<file path="config.mk">
export PLATFORM = sky130hd
export DESIGN_NAME = lfsr_noise_sound_channel_flat
export DESIGN_NICKNAME = d
export VERILOG_FILES = /design/src/rtl/lnsc_pkg.sv /design/src/rtl/lnsc_in_if.sv /design/src/rtl/lnsc_out_if.sv /design/src/rtl/lfsr_noise_sound_channel.sv /design/src/flat_wrapper.sv
export SDC_FILE = /design/constraint.sdc
export NUM_CORES = 1
export LEC_CHECK = 0
export BUFFER_PORTS_ARGS = -buffer_cell sky130_fd_sc_hd__buf_2
export CAP_MARGIN = 20
export CORE_ASPECT_RATIO = 1.4
export CORE_MARGIN = 4
export CORE_UTILIZATION = 35
export CTS_CLUSTER_SIZE = 8
export DETAILED_ROUTE_END_ITERATION = 6
export GPL_TIMING_DRIVEN = 0
export PLACE_DENSITY = 0.63
export SYNTH_ARGS = -nofsm -noshare
export SYNTH_HDL_FRONTEND = slang
export SYNTH_SLANG_ARGS = --single-unit
</file>
<file path="constraint.sdc">
create_clock -name clk -period 3 [get_ports clk]
set_clock_uncertainty 0.15 [all_clocks]
set_input_delay 0.6 -clock clk [delete_from_list [all_inputs] [get_ports clk]]
set_output_delay 0.6 -clock clk [all_outputs]
set_load 0.03 [all_outputs]
</file>
<file path="src/rtl/lnsc_pkg.sv">
// Shared types, register offsets and divider period function for the noise channel.
package lnsc_pkg;

    localparam int DIVIDER_BITS = 24;
    localparam int PERIOD_W     = 25;
    localparam int WIDE_W       = PERIOD_W + DIVIDER_BITS;

    typedef enum logic [1:0] {
        KIND_WRITE = 2'd0,
        KIND_READ  = 2'd1,
        KIND_STEP  = 2'd2,
        KIND_CLOCK = 2'd3
    } kind_t;

    localparam logic [7:0] ADDR_LEN_ENV_LO = 8'h78;
    localparam logic [7:0] ADDR_LEN_ENV_HI = 8'h79;
    localparam logic [7:0] ADDR_FREQ_LO    = 8'h7C;
    localparam logic [7:0] ADDR_FREQ_HI    = 8'h7D;

    localparam logic [14:0] SEED_SHORT = 15'h0040;
    localparam logic [14:0] SEED_LONG  = 15'h4000;
    localparam logic [14:0] TAPS_SHORT = 15'h0060;
    localparam logic [14:0] TAPS_LONG  = 15'h6000;
    localparam logic [7:0]  FREQ_HI_READ_MASK = 8'h40;
    localparam logic [3:0]  VOLUME_MAX = 4'd15;

    typedef logic [DIVIDER_BITS-1:0] divider_t;

    // (r == 0 ? 16 : r * 32) << (s + 1), saturated to the divider width
    function automatic divider_t div_period(input logic [7:0] freq_lo);
        logic [8:0]        base;
        logic [PERIOD_W-1:0] shifted;
        logic [WIDE_W-1:0]   wide;
        logic [WIDE_W-1:0]   lim;
        base    = (freq_lo[3:0] == 4'd0) ? 9'd16 : {freq_lo[3:0], 5'd0};
        shifted = PERIOD_W'(base) << ({1'b0, freq_lo[7:4]} + 5'd1);
        wide    = WIDE_W'(shifted);
        lim     = WIDE_W'({DIVIDER_BITS{1'b1}});
        if (wide > lim)
        begin
            return {DIVIDER_BITS{1'b1}};
        end
        return DIVIDER_BITS'(wide);
    endfunction

endpackage

</file>
<file path="src/rtl/lnsc_in_if.sv">
// Input channel: one event word (write, read, sequencer step or clock cycle).
interface lnsc_in_if;
    logic                 valid;
    logic                 ready;
    lnsc_pkg::kind_t      kind;
    logic [7:0]           address;
    logic [7:0]           write_data;

    modport source (output valid, output kind, output address, output write_data,
                    input ready);
    modport sink   (input valid, input kind, input address, input write_data,
                    output ready);
endinterface

</file>
<file path="src/rtl/lnsc_out_if.sv">
// Result channel: read data, channel amplitude and enable status.
interface lnsc_out_if;
    logic              valid;
    logic              ready;
    logic [7:0]        read_data;
    logic signed [4:0] amplitude;
    logic              channel_on;

    modport source (output valid, output read_data, output amplitude,
                    output channel_on, input ready);
    modport sink   (input valid, input read_data, input amplitude,
                    input channel_on, output ready);
endinterface

</file>
<file path="src/rtl/lfsr_noise_sound_channel.sv">
// Noise sound channel top level: control registers, counters, LFSR and divider.
//
//   channel  | dir | word
//   ---------+-----+-----------------------------------------
//   item     | in  | kind, address, write_data
//   result   | out | read_data, amplitude, channel_on
//
// One word in, one word out; a new word is taken every cycle unless a result stall holds item.ready low.
// Each word updates the state in the cycle it is accepted; its result
// sits in the output register from the next cycle on.
// item.ready falls only while a result waits and result.ready is low.
// Reset (rst_n low, asynchronous) clears all state except the result data registers; no clearing pass.
module lfsr_noise_sound_channel (
    input  logic          clk,
    input  logic          rst_n,
    lnsc_in_if.sink       item,
    lnsc_out_if.source    result
);

    logic [15:0]            len_env_reg, len_env_next;
    logic [15:0]            freq_reg, freq_next;
    logic                   active_reg, active_next;
    logic [3:0]             volume_reg, volume_next;
    logic [6:0]             env_count_reg, env_count_next;
    logic [7:0]             len_count_reg, len_count_next;
    logic [14:0]            shift_reg, shift_next;
    logic                   out_bit_reg, out_bit_next;
    lnsc_pkg::divider_t     divider_reg, divider_next;

    logic                   res_valid_reg;
    logic [7:0]             read_data_reg, read_data_next;
    logic signed [4:0]      amplitude_reg, amplitude_next;
    logic                   channel_on_reg;

    logic                   accept;
    logic                   restart;
    logic [2:0]             env_period;

    assign accept  = item.valid && item.ready;
    assign item.ready = !res_valid_reg || result.ready;
    assign restart = accept && (item.kind == lnsc_pkg::KIND_WRITE)
                     && (item.address == lnsc_pkg::ADDR_FREQ_HI) && item.write_data[7];
    assign env_period = len_env_reg[10:8];

    always_comb
    begin
        len_env_next   = len_env_reg;
        freq_next      = freq_reg;
        active_next    = active_reg;
        volume_next    = volume_reg;
        env_count_next = env_count_reg;
        len_count_next = len_count_reg;
        shift_next     = shift_reg;
        out_bit_next   = out_bit_reg;
        divider_next   = divider_reg;
        read_data_next = 8'd0;
        if (accept)
        begin
            unique case (item.kind)
                lnsc_pkg::KIND_WRITE:
                begin
                    unique case (item.address)
                        lnsc_pkg::ADDR_LEN_ENV_LO: len_env_next[7:0]  = item.write_data;
                        lnsc_pkg::ADDR_LEN_ENV_HI: len_env_next[15:8] = item.write_data;
                        lnsc_pkg::ADDR_FREQ_LO:    freq_next[7:0]     = item.write_data;
                        lnsc_pkg::ADDR_FREQ_HI:
                        begin
                            freq_next[15:8] = item.write_data;
                            if (item.write_data[7])
                            begin
                                active_next    = 1'b1;
                                len_count_next = {1'b0, 7'd64 - {1'b0, len_env_reg[5:0]}}
                                                 << 1;
                                volume_next    = len_env_reg[15:12];
                                env_count_next = {1'b0, env_period, 3'd0};
                                shift_next     = freq_reg[3] ? lnsc_pkg::SEED_SHORT
                                                             : lnsc_pkg::SEED_LONG;
                                divider_next   = lnsc_pkg::div_period(freq_reg[7:0]);
                            end
                        end
                        default: ;
                    endcase
                end
                lnsc_pkg::KIND_READ:
                begin
                    unique case (item.address)
                        lnsc_pkg::ADDR_LEN_ENV_HI: read_data_next = len_env_reg[15:8];
                        lnsc_pkg::ADDR_FREQ_LO:    read_data_next = freq_reg[7:0];
                        lnsc_pkg::ADDR_FREQ_HI:
                            read_data_next = freq_reg[15:8] & lnsc_pkg::FREQ_HI_READ_MASK;
                        default:                   read_data_next = 8'd0;
                    endcase
                end
                lnsc_pkg::KIND_STEP:
                begin
                    if (freq_reg[14] && (len_count_reg != 8'd0))
                    begin
                        len_count_next = len_count_reg - 8'd1;
                        if (len_count_reg == 8'd1)
                        begin
                            active_next = 1'b0;
                        end
                    end
                    if (env_count_reg != 7'd0)
                    begin
                        if (env_count_reg == 7'd1)
                        begin
                            env_count_next = (env_period == 3'd0) ? 7'd64
                                                                  : {1'b0, env_period, 3'd0};
                            if (len_env_reg[11])
                            begin
                                if (volume_reg != lnsc_pkg::VOLUME_MAX)
                                begin
                                    volume_next = volume_reg + 4'd1;
                                end
                            end
                            else if (volume_reg != 4'd0)
                            begin
                                volume_next = volume_reg - 4'd1;
                            end
                        end
                        else
                        begin
                            env_count_next = env_count_reg - 7'd1;
                        end
                    end
                end
                lnsc_pkg::KIND_CLOCK:
                begin
                    if (divider_reg != '0)
                    begin
                        if (divider_reg == lnsc_pkg::divider_t'(1))
                        begin
                            out_bit_next = shift_reg[0];
                            shift_next   = (shift_reg >> 1)
                                           ^ (shift_reg[0] ? (freq_reg[3]
                                                ? lnsc_pkg::TAPS_SHORT
                                                : lnsc_pkg::TAPS_LONG) : 15'd0);
                            divider_next = lnsc_pkg::div_period(freq_reg[7:0]);
                        end
                        else
                        begin
                            divider_next = divider_reg - lnsc_pkg::divider_t'(1);
                        end
                    end
                end
                default: ;
            endcase
        end
        if (active_next && (len_env_next[15:11] != 5'd0))
        begin
            amplitude_next = out_bit_next ? $signed({1'b0, volume_next})
                                          : -$signed({1'b0, volume_next});
        end
        else
        begin
            amplitude_next = 5'sd0;
        end
    end

    always_ff @(posedge clk or negedge rst_n)
    begin
        if (!rst_n)
        begin
            len_env_reg    <= '0;
            freq_reg       <= '0;
            active_reg     <= 1'b0;
            volume_reg     <= '0;
            env_count_reg  <= '0;
            len_count_reg  <= '0;
            shift_reg      <= '0;
            out_bit_reg    <= 1'b0;
            divider_reg    <= '0;
            res_valid_reg  <= 1'b0;
        end
        else
        begin
            len_env_reg    <= len_env_next;
            freq_reg       <= freq_next;
            active_reg     <= active_next;
            volume_reg     <= volume_next;
            env_count_reg  <= env_count_next;
            len_count_reg  <= len_count_next;
            shift_reg      <= shift_next;
            out_bit_reg    <= out_bit_next;
            divider_reg    <= divider_next;
            if (item.ready)
            begin
                res_valid_reg <= accept;
            end
        end
    end

    always_ff @(posedge clk)
    begin
        if (accept)
        begin
            read_data_reg  <= read_data_next;
            amplitude_reg  <= amplitude_next;
            channel_on_reg <= active_next;
        end
    end

    assign result.valid      = res_valid_reg;
    assign result.read_data  = read_data_reg;
    assign result.amplitude  = amplitude_reg;
    assign result.channel_on = channel_on_reg;

    a_amp_needs_on: assert property (@(posedge clk) disable iff (!rst_n)
        result.valid && (result.amplitude != 5'sd0) |-> result.channel_on)
        else $error("nonzero amplitude on a disabled channel");

    a_divider_idle: assert property (@(posedge clk) disable iff (!rst_n)
        (divider_reg == '0) && !restart |=> (divider_reg == '0))
        else $error("divider started without a restart");

    a_off_stays_off: assert property (@(posedge clk) disable iff (!rst_n)
        !active_reg && !restart |=> !active_reg)
        else $error("channel enabled without a restart");

endmodule

</file>
<file path="src/flat_wrapper.sv">
// flat-port wrapper written by rule: the top's interface ports become plain ports
module lfsr_noise_sound_channel_flat 
  (clk, rst_n, item_valid, item_kind, item_address, item_write_data, item_ready, result_valid, result_read_data, result_amplitude, result_channel_on, result_ready);
  lnsc_in_if item_i ();
  lnsc_out_if result_i ();
  input  logic clk;
  input  logic rst_n;
  input wire logic [$bits(item_i.valid)-1:0] item_valid;
  input wire logic [$bits(item_i.kind)-1:0] item_kind;
  input wire logic [$bits(item_i.address)-1:0] item_address;
  input wire logic [$bits(item_i.write_data)-1:0] item_write_data;
  output wire logic [$bits(item_i.ready)-1:0] item_ready;
  output wire logic [$bits(result_i.valid)-1:0] result_valid;
  output wire logic [$bits(result_i.read_data)-1:0] result_read_data;
  output wire logic [$bits(result_i.amplitude)-1:0] result_amplitude;
  output wire logic [$bits(result_i.channel_on)-1:0] result_channel_on;
  input wire logic [$bits(result_i.ready)-1:0] result_ready;
  assign item_i.valid = item_valid;
  assign item_i.kind = item_kind;
  assign item_i.address = item_address;
  assign item_i.write_data = item_write_data;
  assign item_ready = item_i.ready;
  assign result_valid = result_i.valid;
  assign result_read_data = result_i.read_data;
  assign result_amplitude = result_i.amplitude;
  assign result_channel_on = result_i.channel_on;
  assign result_i.ready = result_ready;
  lfsr_noise_sound_channel u_core (.clk(clk), .rst_n(rst_n), .item(item_i), .result(result_i));
endmodule
</file>
**Word level (Yosys, flattened, before mapping)**

Index checks and enable logic that the tools add are counted.

- Output and inout bits: 16
- Word-level logic and storage cells: 131
- Memories: 0
- Input port bits: 22
- Latch bits: 0
- Bits in read-only memories: 0
- Memory bits (writable): 0
- Flip-flop bits (word level): 106

- Bitwise gates (word level): 2
- Add/subtract/negate cells: 8
- Reduce and logical (&&, ||, !) cells: 24
- Shift operators: 1
- $mul: 0
- Multiplexer cells: 61
- Equality and inequality tests: 17
- Div/mod/pow operators: 0
- $lt $le $gt $ge: 1

Operators by type and width:

| cell | number |
|---|---|
| two-way mux 24 bit | 7 |
| two-way mux 15 bit | 7 |
| case mux 24 bit (2 select lines) | 1 |
| two-way mux 8 bit | 5 |
| two-way mux 4 bit | 9 |
| two-way mux 7 bit | 5 |
| == test 8 x 7 -> 1 bit, second input constant | 4 |
| two-way mux 16 bit | 2 |
| case mux 15 bit (2 select lines) | 1 |
| > comparator 25 x 24 -> 1 bit, second input constant | 1 |
| << shifter 9 x 5 -> 25 bit | 1 |
| == test 24 x 1 -> 1 bit, second input constant | 1 |
| case mux 8 bit (3 select lines) | 1 |
| nonzero test 24 bit | 1 |
| subtractor 24 x 1 -> 24 bit, second input constant | 1 |
| two-way mux 1 bit | 18 |
| case mux 8 bit (2 select lines) | 1 |
| AND reduction 5 bit | 3 |
| XOR 14 x 15 -> 15 bit | 1 |
| case mux 7 bit (2 select lines) | 1 |
| AND reduction 3 bit | 4 |
| two-way mux 9 bit | 1 |
| == test 8 x 1 -> 1 bit, second input constant | 1 |
| inequality test 2 x 1 -> 1 bit, second input constant | 4 |
| other kinds (28) | 33 |

**Depth between registers and ports, before layout**

- Depth in word-level cells: 13
- Gate-level depth with buffers: 11
- Gate-level depth less buffers: 11

**Least setup slack after synthesis**

OpenSTA, ideal clock, no wires.

- Path kind: input to register
- From: input result_ready
- To: register u_core.amplitude_reg[2] (netlist: u_core.result.amplitude[2]), data pin
- Arrival time: 2.531 ns
- Slack: 0.058 ns
- Data required time: 2.589 ns
- Setup time: 0.261 ns
- Path buffers: 1
- Stages on the path: 10
- Path through: nand2b_1 > clkbuf_1 > nand2_1 > inv_1 > a31oi_1 > o31a_1 > ha_1 > inv_1 > and3_1 > nor3_1

- Longest elaborated chain between the ends: 5
- Elaborated cells between the ends (all ways): 10
- Classes of those cells: add/sub: 1; mux: 5; reduce/logical: 4

RTL lines:

| element | RTL line | text |
|---|---|---|
| start, declared | flat_wrapper.sv:17 | `input wire logic [$bits(result_i.ready)-1:0] result_ready;` |
| logical OR 1 bit * | lfsr_noise_sound_channel.sv:40 | `assign item.ready = !res_valid_reg \|\| result.ready;` |
| net item_ready | flat_wrapper.sv:12 | `output wire logic [$bits(item_i.ready)-1:0] item_ready;` |
| logical AND 1 bit * | lfsr_noise_sound_channel.sv:39 | `assign accept = item.valid && item.ready;` |
| net u_core.accept | lfsr_noise_sound_channel.sv:35 | `logic accept;` |
| two-way mux 4 bit or two-way mux 16 bit (tied branches) | lfsr_noise_sound_channel.sv:57 | `if (accept)` |
| negator 4 -> 5 bit or nonzero test 5 bit (tied branches) | lfsr_noise_sound_channel.sv:153, lfsr_noise_sound_channel.sv:150 |  |
| two-way mux 4 bit or logical AND 1 bit (tied branches) | lfsr_noise_sound_channel.sv:152, lfsr_noise_sound_channel.sv:150 |  |
| end signal, assigned | lfsr_noise_sound_channel.sv:199 | `amplitude_reg <= amplitude_next;` |
| end, declared | lfsr_noise_sound_channel.sv:32 | `logic signed [4:0] amplitude_reg, amplitude_next;` |

The timed path passes the listed nets; every way through them passes the cells marked *.
A chain may end at the register's enable or synchronous reset.

**Final worst setup path**

- From: register u_core.volume_reg[0]
- To: register u_core.amplitude_reg[2] (netlist: u_core.result.amplitude[2]), data pin

- Longest elaborated chain between the ends: 9
- Elaborated cells between the ends (all ways): 15
- Classes of those cells: add/sub: 3; eq/ne: 1; mux: 10; reduce/logical: 1

RTL lines:

| element | RTL line | text |
|---|---|---|
| start, declared | lfsr_noise_sound_channel.sv:23 | `logic [3:0] volume_reg, volume_next;` |
| start signal, assigned | lfsr_noise_sound_channel.sv:181 | `volume_reg <= volume_next;` |
| subtractor 4 x 1 -> 4 bit (tied with other cells) | lfsr_noise_sound_channel.sv:119 | `volume_next = volume_reg - 4'd1;` |
| two-way mux 4 bit, on equally long branches | lfsr_noise_sound_channel.sv:117, lfsr_noise_sound_channel.sv:112 |  |
| two-way mux 4 bit * | lfsr_noise_sound_channel.sv:110 | `if (len_env_reg[11])` |
| two-way mux 4 bit * | lfsr_noise_sound_channel.sv:106 | `if (env_count_reg == 7'd1)` |
| two-way mux 4 bit * | lfsr_noise_sound_channel.sv:104 | `if (env_count_reg != 7'd0)` |
| case mux 4 bit (2 select lines) * | lfsr_noise_sound_channel.sv:59 | `unique case (item.kind)` |
| two-way mux 4 bit * | lfsr_noise_sound_channel.sv:57 |  |
| net u_core.volume_next[1] | lfsr_noise_sound_channel.sv:23 |  |
| negator 4 -> 5 bit * | lfsr_noise_sound_channel.sv:153 | `: -$signed({1'b0, volume_next});` |
| two-way mux 4 bit * | lfsr_noise_sound_channel.sv:152 | `amplitude_next = out_bit_next ? $signed({1'b0, volume_next})` |

Marked as above.

==> run metrics <==
status=complete, no violations; DRT Wirelength=17550 um; Final nets=818; Hold Vio Cnt, Final=0; Final Cell Area=0.007164 mm2; WL/cell=17.16 um; Setup violations, final=0; number of cells on the worst reg-to-reg path=11; share of synthesized registers carrying an async set or reset=85.71%; GPL Wtd Cong=0.9325; syn_area_per_cell=8.599 um2; dpl hpwl=~13000 um; maximum vdd drop=0.3464 mV; starting density of the core=35.83%; share of layout cells above drive strength 1=15.25%; hold_buf cts=0; initial drt markers=around 380; biggest area consumer among synthesized cells=dfrtp_1; CP dominant cell by count=inv_1; first-pass GRT wire length=between 20000 and 30000 um; WS Path Type=reg2reg; CP top delay family=simple AND/OR/NAND/NOR gates; Die Span Y=166.2 um; # IOs=38; stages on the worst setup path=11; post-synth top area share=33.58%; CORE AREA=0.01747 mm2; Tcrit/Tclk final=a little over nine tenths; IO buf count=37; clock-pin slew on the worst setup and hold paths=70 ps; largest stage delay on the critical path=610 ps; Die Area=0.02012 mm2; Setup Slack @ Placement=-330.9 ps; initial antenna violation count=2; worst path required time=2950 ps; CP max-delay cell=or4b_2; Final Worst Setup Slack=92.54 ps; # rows=57; pin count of the biggest net entering global routing=45; DR vias=5799; syn nets=764; post-synthesis sequential area ratio=40.30%; Post-DRT Antenna Nets=0; critical path buffer and inverter count=3; total power=approximately 3600 uW; worst r2r src=u_core.volume_reg[0]; kind of start point of the critical path=register; TNS Setup=0 ps; RSZ-0062 raised after global routing=true; Max clock buf depth=2; Hold Path Class=in2async; TritonCTS Sinks=98; Post-route DRC=0; flop-to-flop setup slack=90 ps; Critical Path Sink Type=register; Yosys cell types=70; f_max=about 0.34 GHz; Post-synth top cells=84 x dfrtp_1, 79 x nor2_1, 72 x nand2_1, 68 x o21ai_0, 48 x a21oi_1; top_reg_cell synth=dfrtp_1; minimum clock period=2907 ps; Max Fanout on Critical Path=7; Core Util, Final=41.00%; Ant. Diodes=0; pwr/cell area=504.9 mW/mm2; Post-synth EDFFs=14; worst-margin pin slew=721.3 ps; Num CTS Buffers=9; r2r endpoint=u_core.result.amplitude[2]; cell area after placement=around 0.0068 mm2; mapped cell area=0.006260 mm2; GRT overflow=0; vias in the first global route=5514; Layout Area Growth over Synthesis=14.45%; Root Driver=clkbuf_16; CTS tree=done; Synth area leaders=dfrtp_1 34%, edfxtp_1 6.7%, o21ai_0 5.4%; iteration count of the initial detailed-routing pass=5; H-tree depth=3; worst skew pair latency=350 ps; Leakage=0.002884 uW; Mapped Cells=728; most common cell in the netlist=dfrtp_1; Die X-Extent=121.0 um; Worst Path Arrival=between 2000 and 3000 ps; max-cap violations=0; Rel. slew slack=51.47%; crit-path cells=inv_1 -> ha_1 -> or4b_2 -> nand4_2 -> a221o_1 -> a221o_1 -> inv_1 -> ha_1 -> inv_1 -> and3_1 -> nor3_1; Largest register FFs=24; Final Slew Violations=0; drt via density=5.669; Ys Warns=0; Synth Register Bits=98; Tot GR Track Use=17.47%
-- area by class of cell --
class | instances | area, um2
Clock inverter | 7 | 98.84
Multi-Input combinational cell | 561 | 3502
Buffer | 43 | 172.7
Clock buffer | 9 | 225.2
Timing Repair Buffer | 43 | 245.2
Tap cell | 236 | 295.3
Sequential cell | 98 | 2524
Inverter | 26 | 101.3
Fill cell | 1766 | 10310
-- cell families after synthesis --
family | count (synthesis) | share of synthesized area [%]
buffers and inverters | 69 | 4.297
flip-flops | 98 | 40.30
XOR/XNOR | 8 | 1.119
AND/OR/NAND/NOR | 298 | 24.60
adder cells (fa/ha/maj) | 14 | 2.798
multiplexers | 36 | 6.476
AO/OA/AOI/OAI | 205 | 20.41
-- how the worst max path moves through the flow --
stage	start	endpoint	slack (ps)
final	u_core.volume_reg[0]	u_core.result.amplitude[2]	90
after global routing	u_core.divider_reg[6]	u_core.divider_reg[22]	-80
after CTS	u_core.env_count_reg[0]	u_core.result.amplitude[4]	50
after detailed placement	item_kind[1]	u_core.result.amplitude[2]	-330
after global placement	item_kind[1]	u_core.result.amplitude[2]	-380
after floorplan	result_ready	u_core.result.amplitude[2]	60
-- per-layer routing --
metal  part of all wire [%]  routed length [um]  GRT usage, %  up-vias
met5                  0.080                  14             0        -
met4                    3.7                 657         7.742        4
met3                    4.6                 812         2.726       58
met2                     49                8582         29.38      187
met1                     43                7484         21.95     2771
li1                       -                   -             -     2779
-- timing repair --
item | in CTS | in global routing
buffers inserted | 1 | 4
gates resized for setup | 2 | 9
setup endpoints to repair | 7 | 27
pin swaps | 1 | 3
-- cell usage in the layout (no fill, tap or decap), types with 3 or more instances in the layout --
master,count
a221o_1,3
a21oi_1,48
a22oi_1,10
o21ai_0,68
o211ai_1,5
and3_1,4
o31a_1,3
nor2b_1,5
or3_1,10
a21o_1,4
nand2_1,72
buf_2,44
clkbuf_1,33
xnor2_1,4
nor3_1,31
nand3_1,19
o31ai_1,9
nor2_1,77
and2_1,7
a32o_1,3
o22ai_1,7
a2111oi_0,3
mux2i_1,8
nor4_1,16
o22a_1,7
buf_4,6
or4_1,3
a211oi_1,7
nand2b_1,12
edfxtp_1,14
mux2_2,26
a31oi_1,11
clkbuf_16,9
ha_1,14
nand4_1,10
inv_1,25
xor2_1,4
dfrtp_1,83
-- power breakdown --
group / total (uW) / internal [uW] / switching, uW
logic: 700 / 267 / 433
clock network: 1280 / 739 / 539
registers: 1640 / 1480 / 161
total: 3620 / 2480 / 1130
-- metrics by stage --
stage / instances / hold slack, ps
after floorplan: 728 / 154.4
after global placement: 1001 / 314.2
after detailed placement: 1002 / 320.5
after CTS: 1019 / 125.5
after global routing: 1023 / 158.8
final: 1023 / 96.22
(Power assumes the default switching activity.)
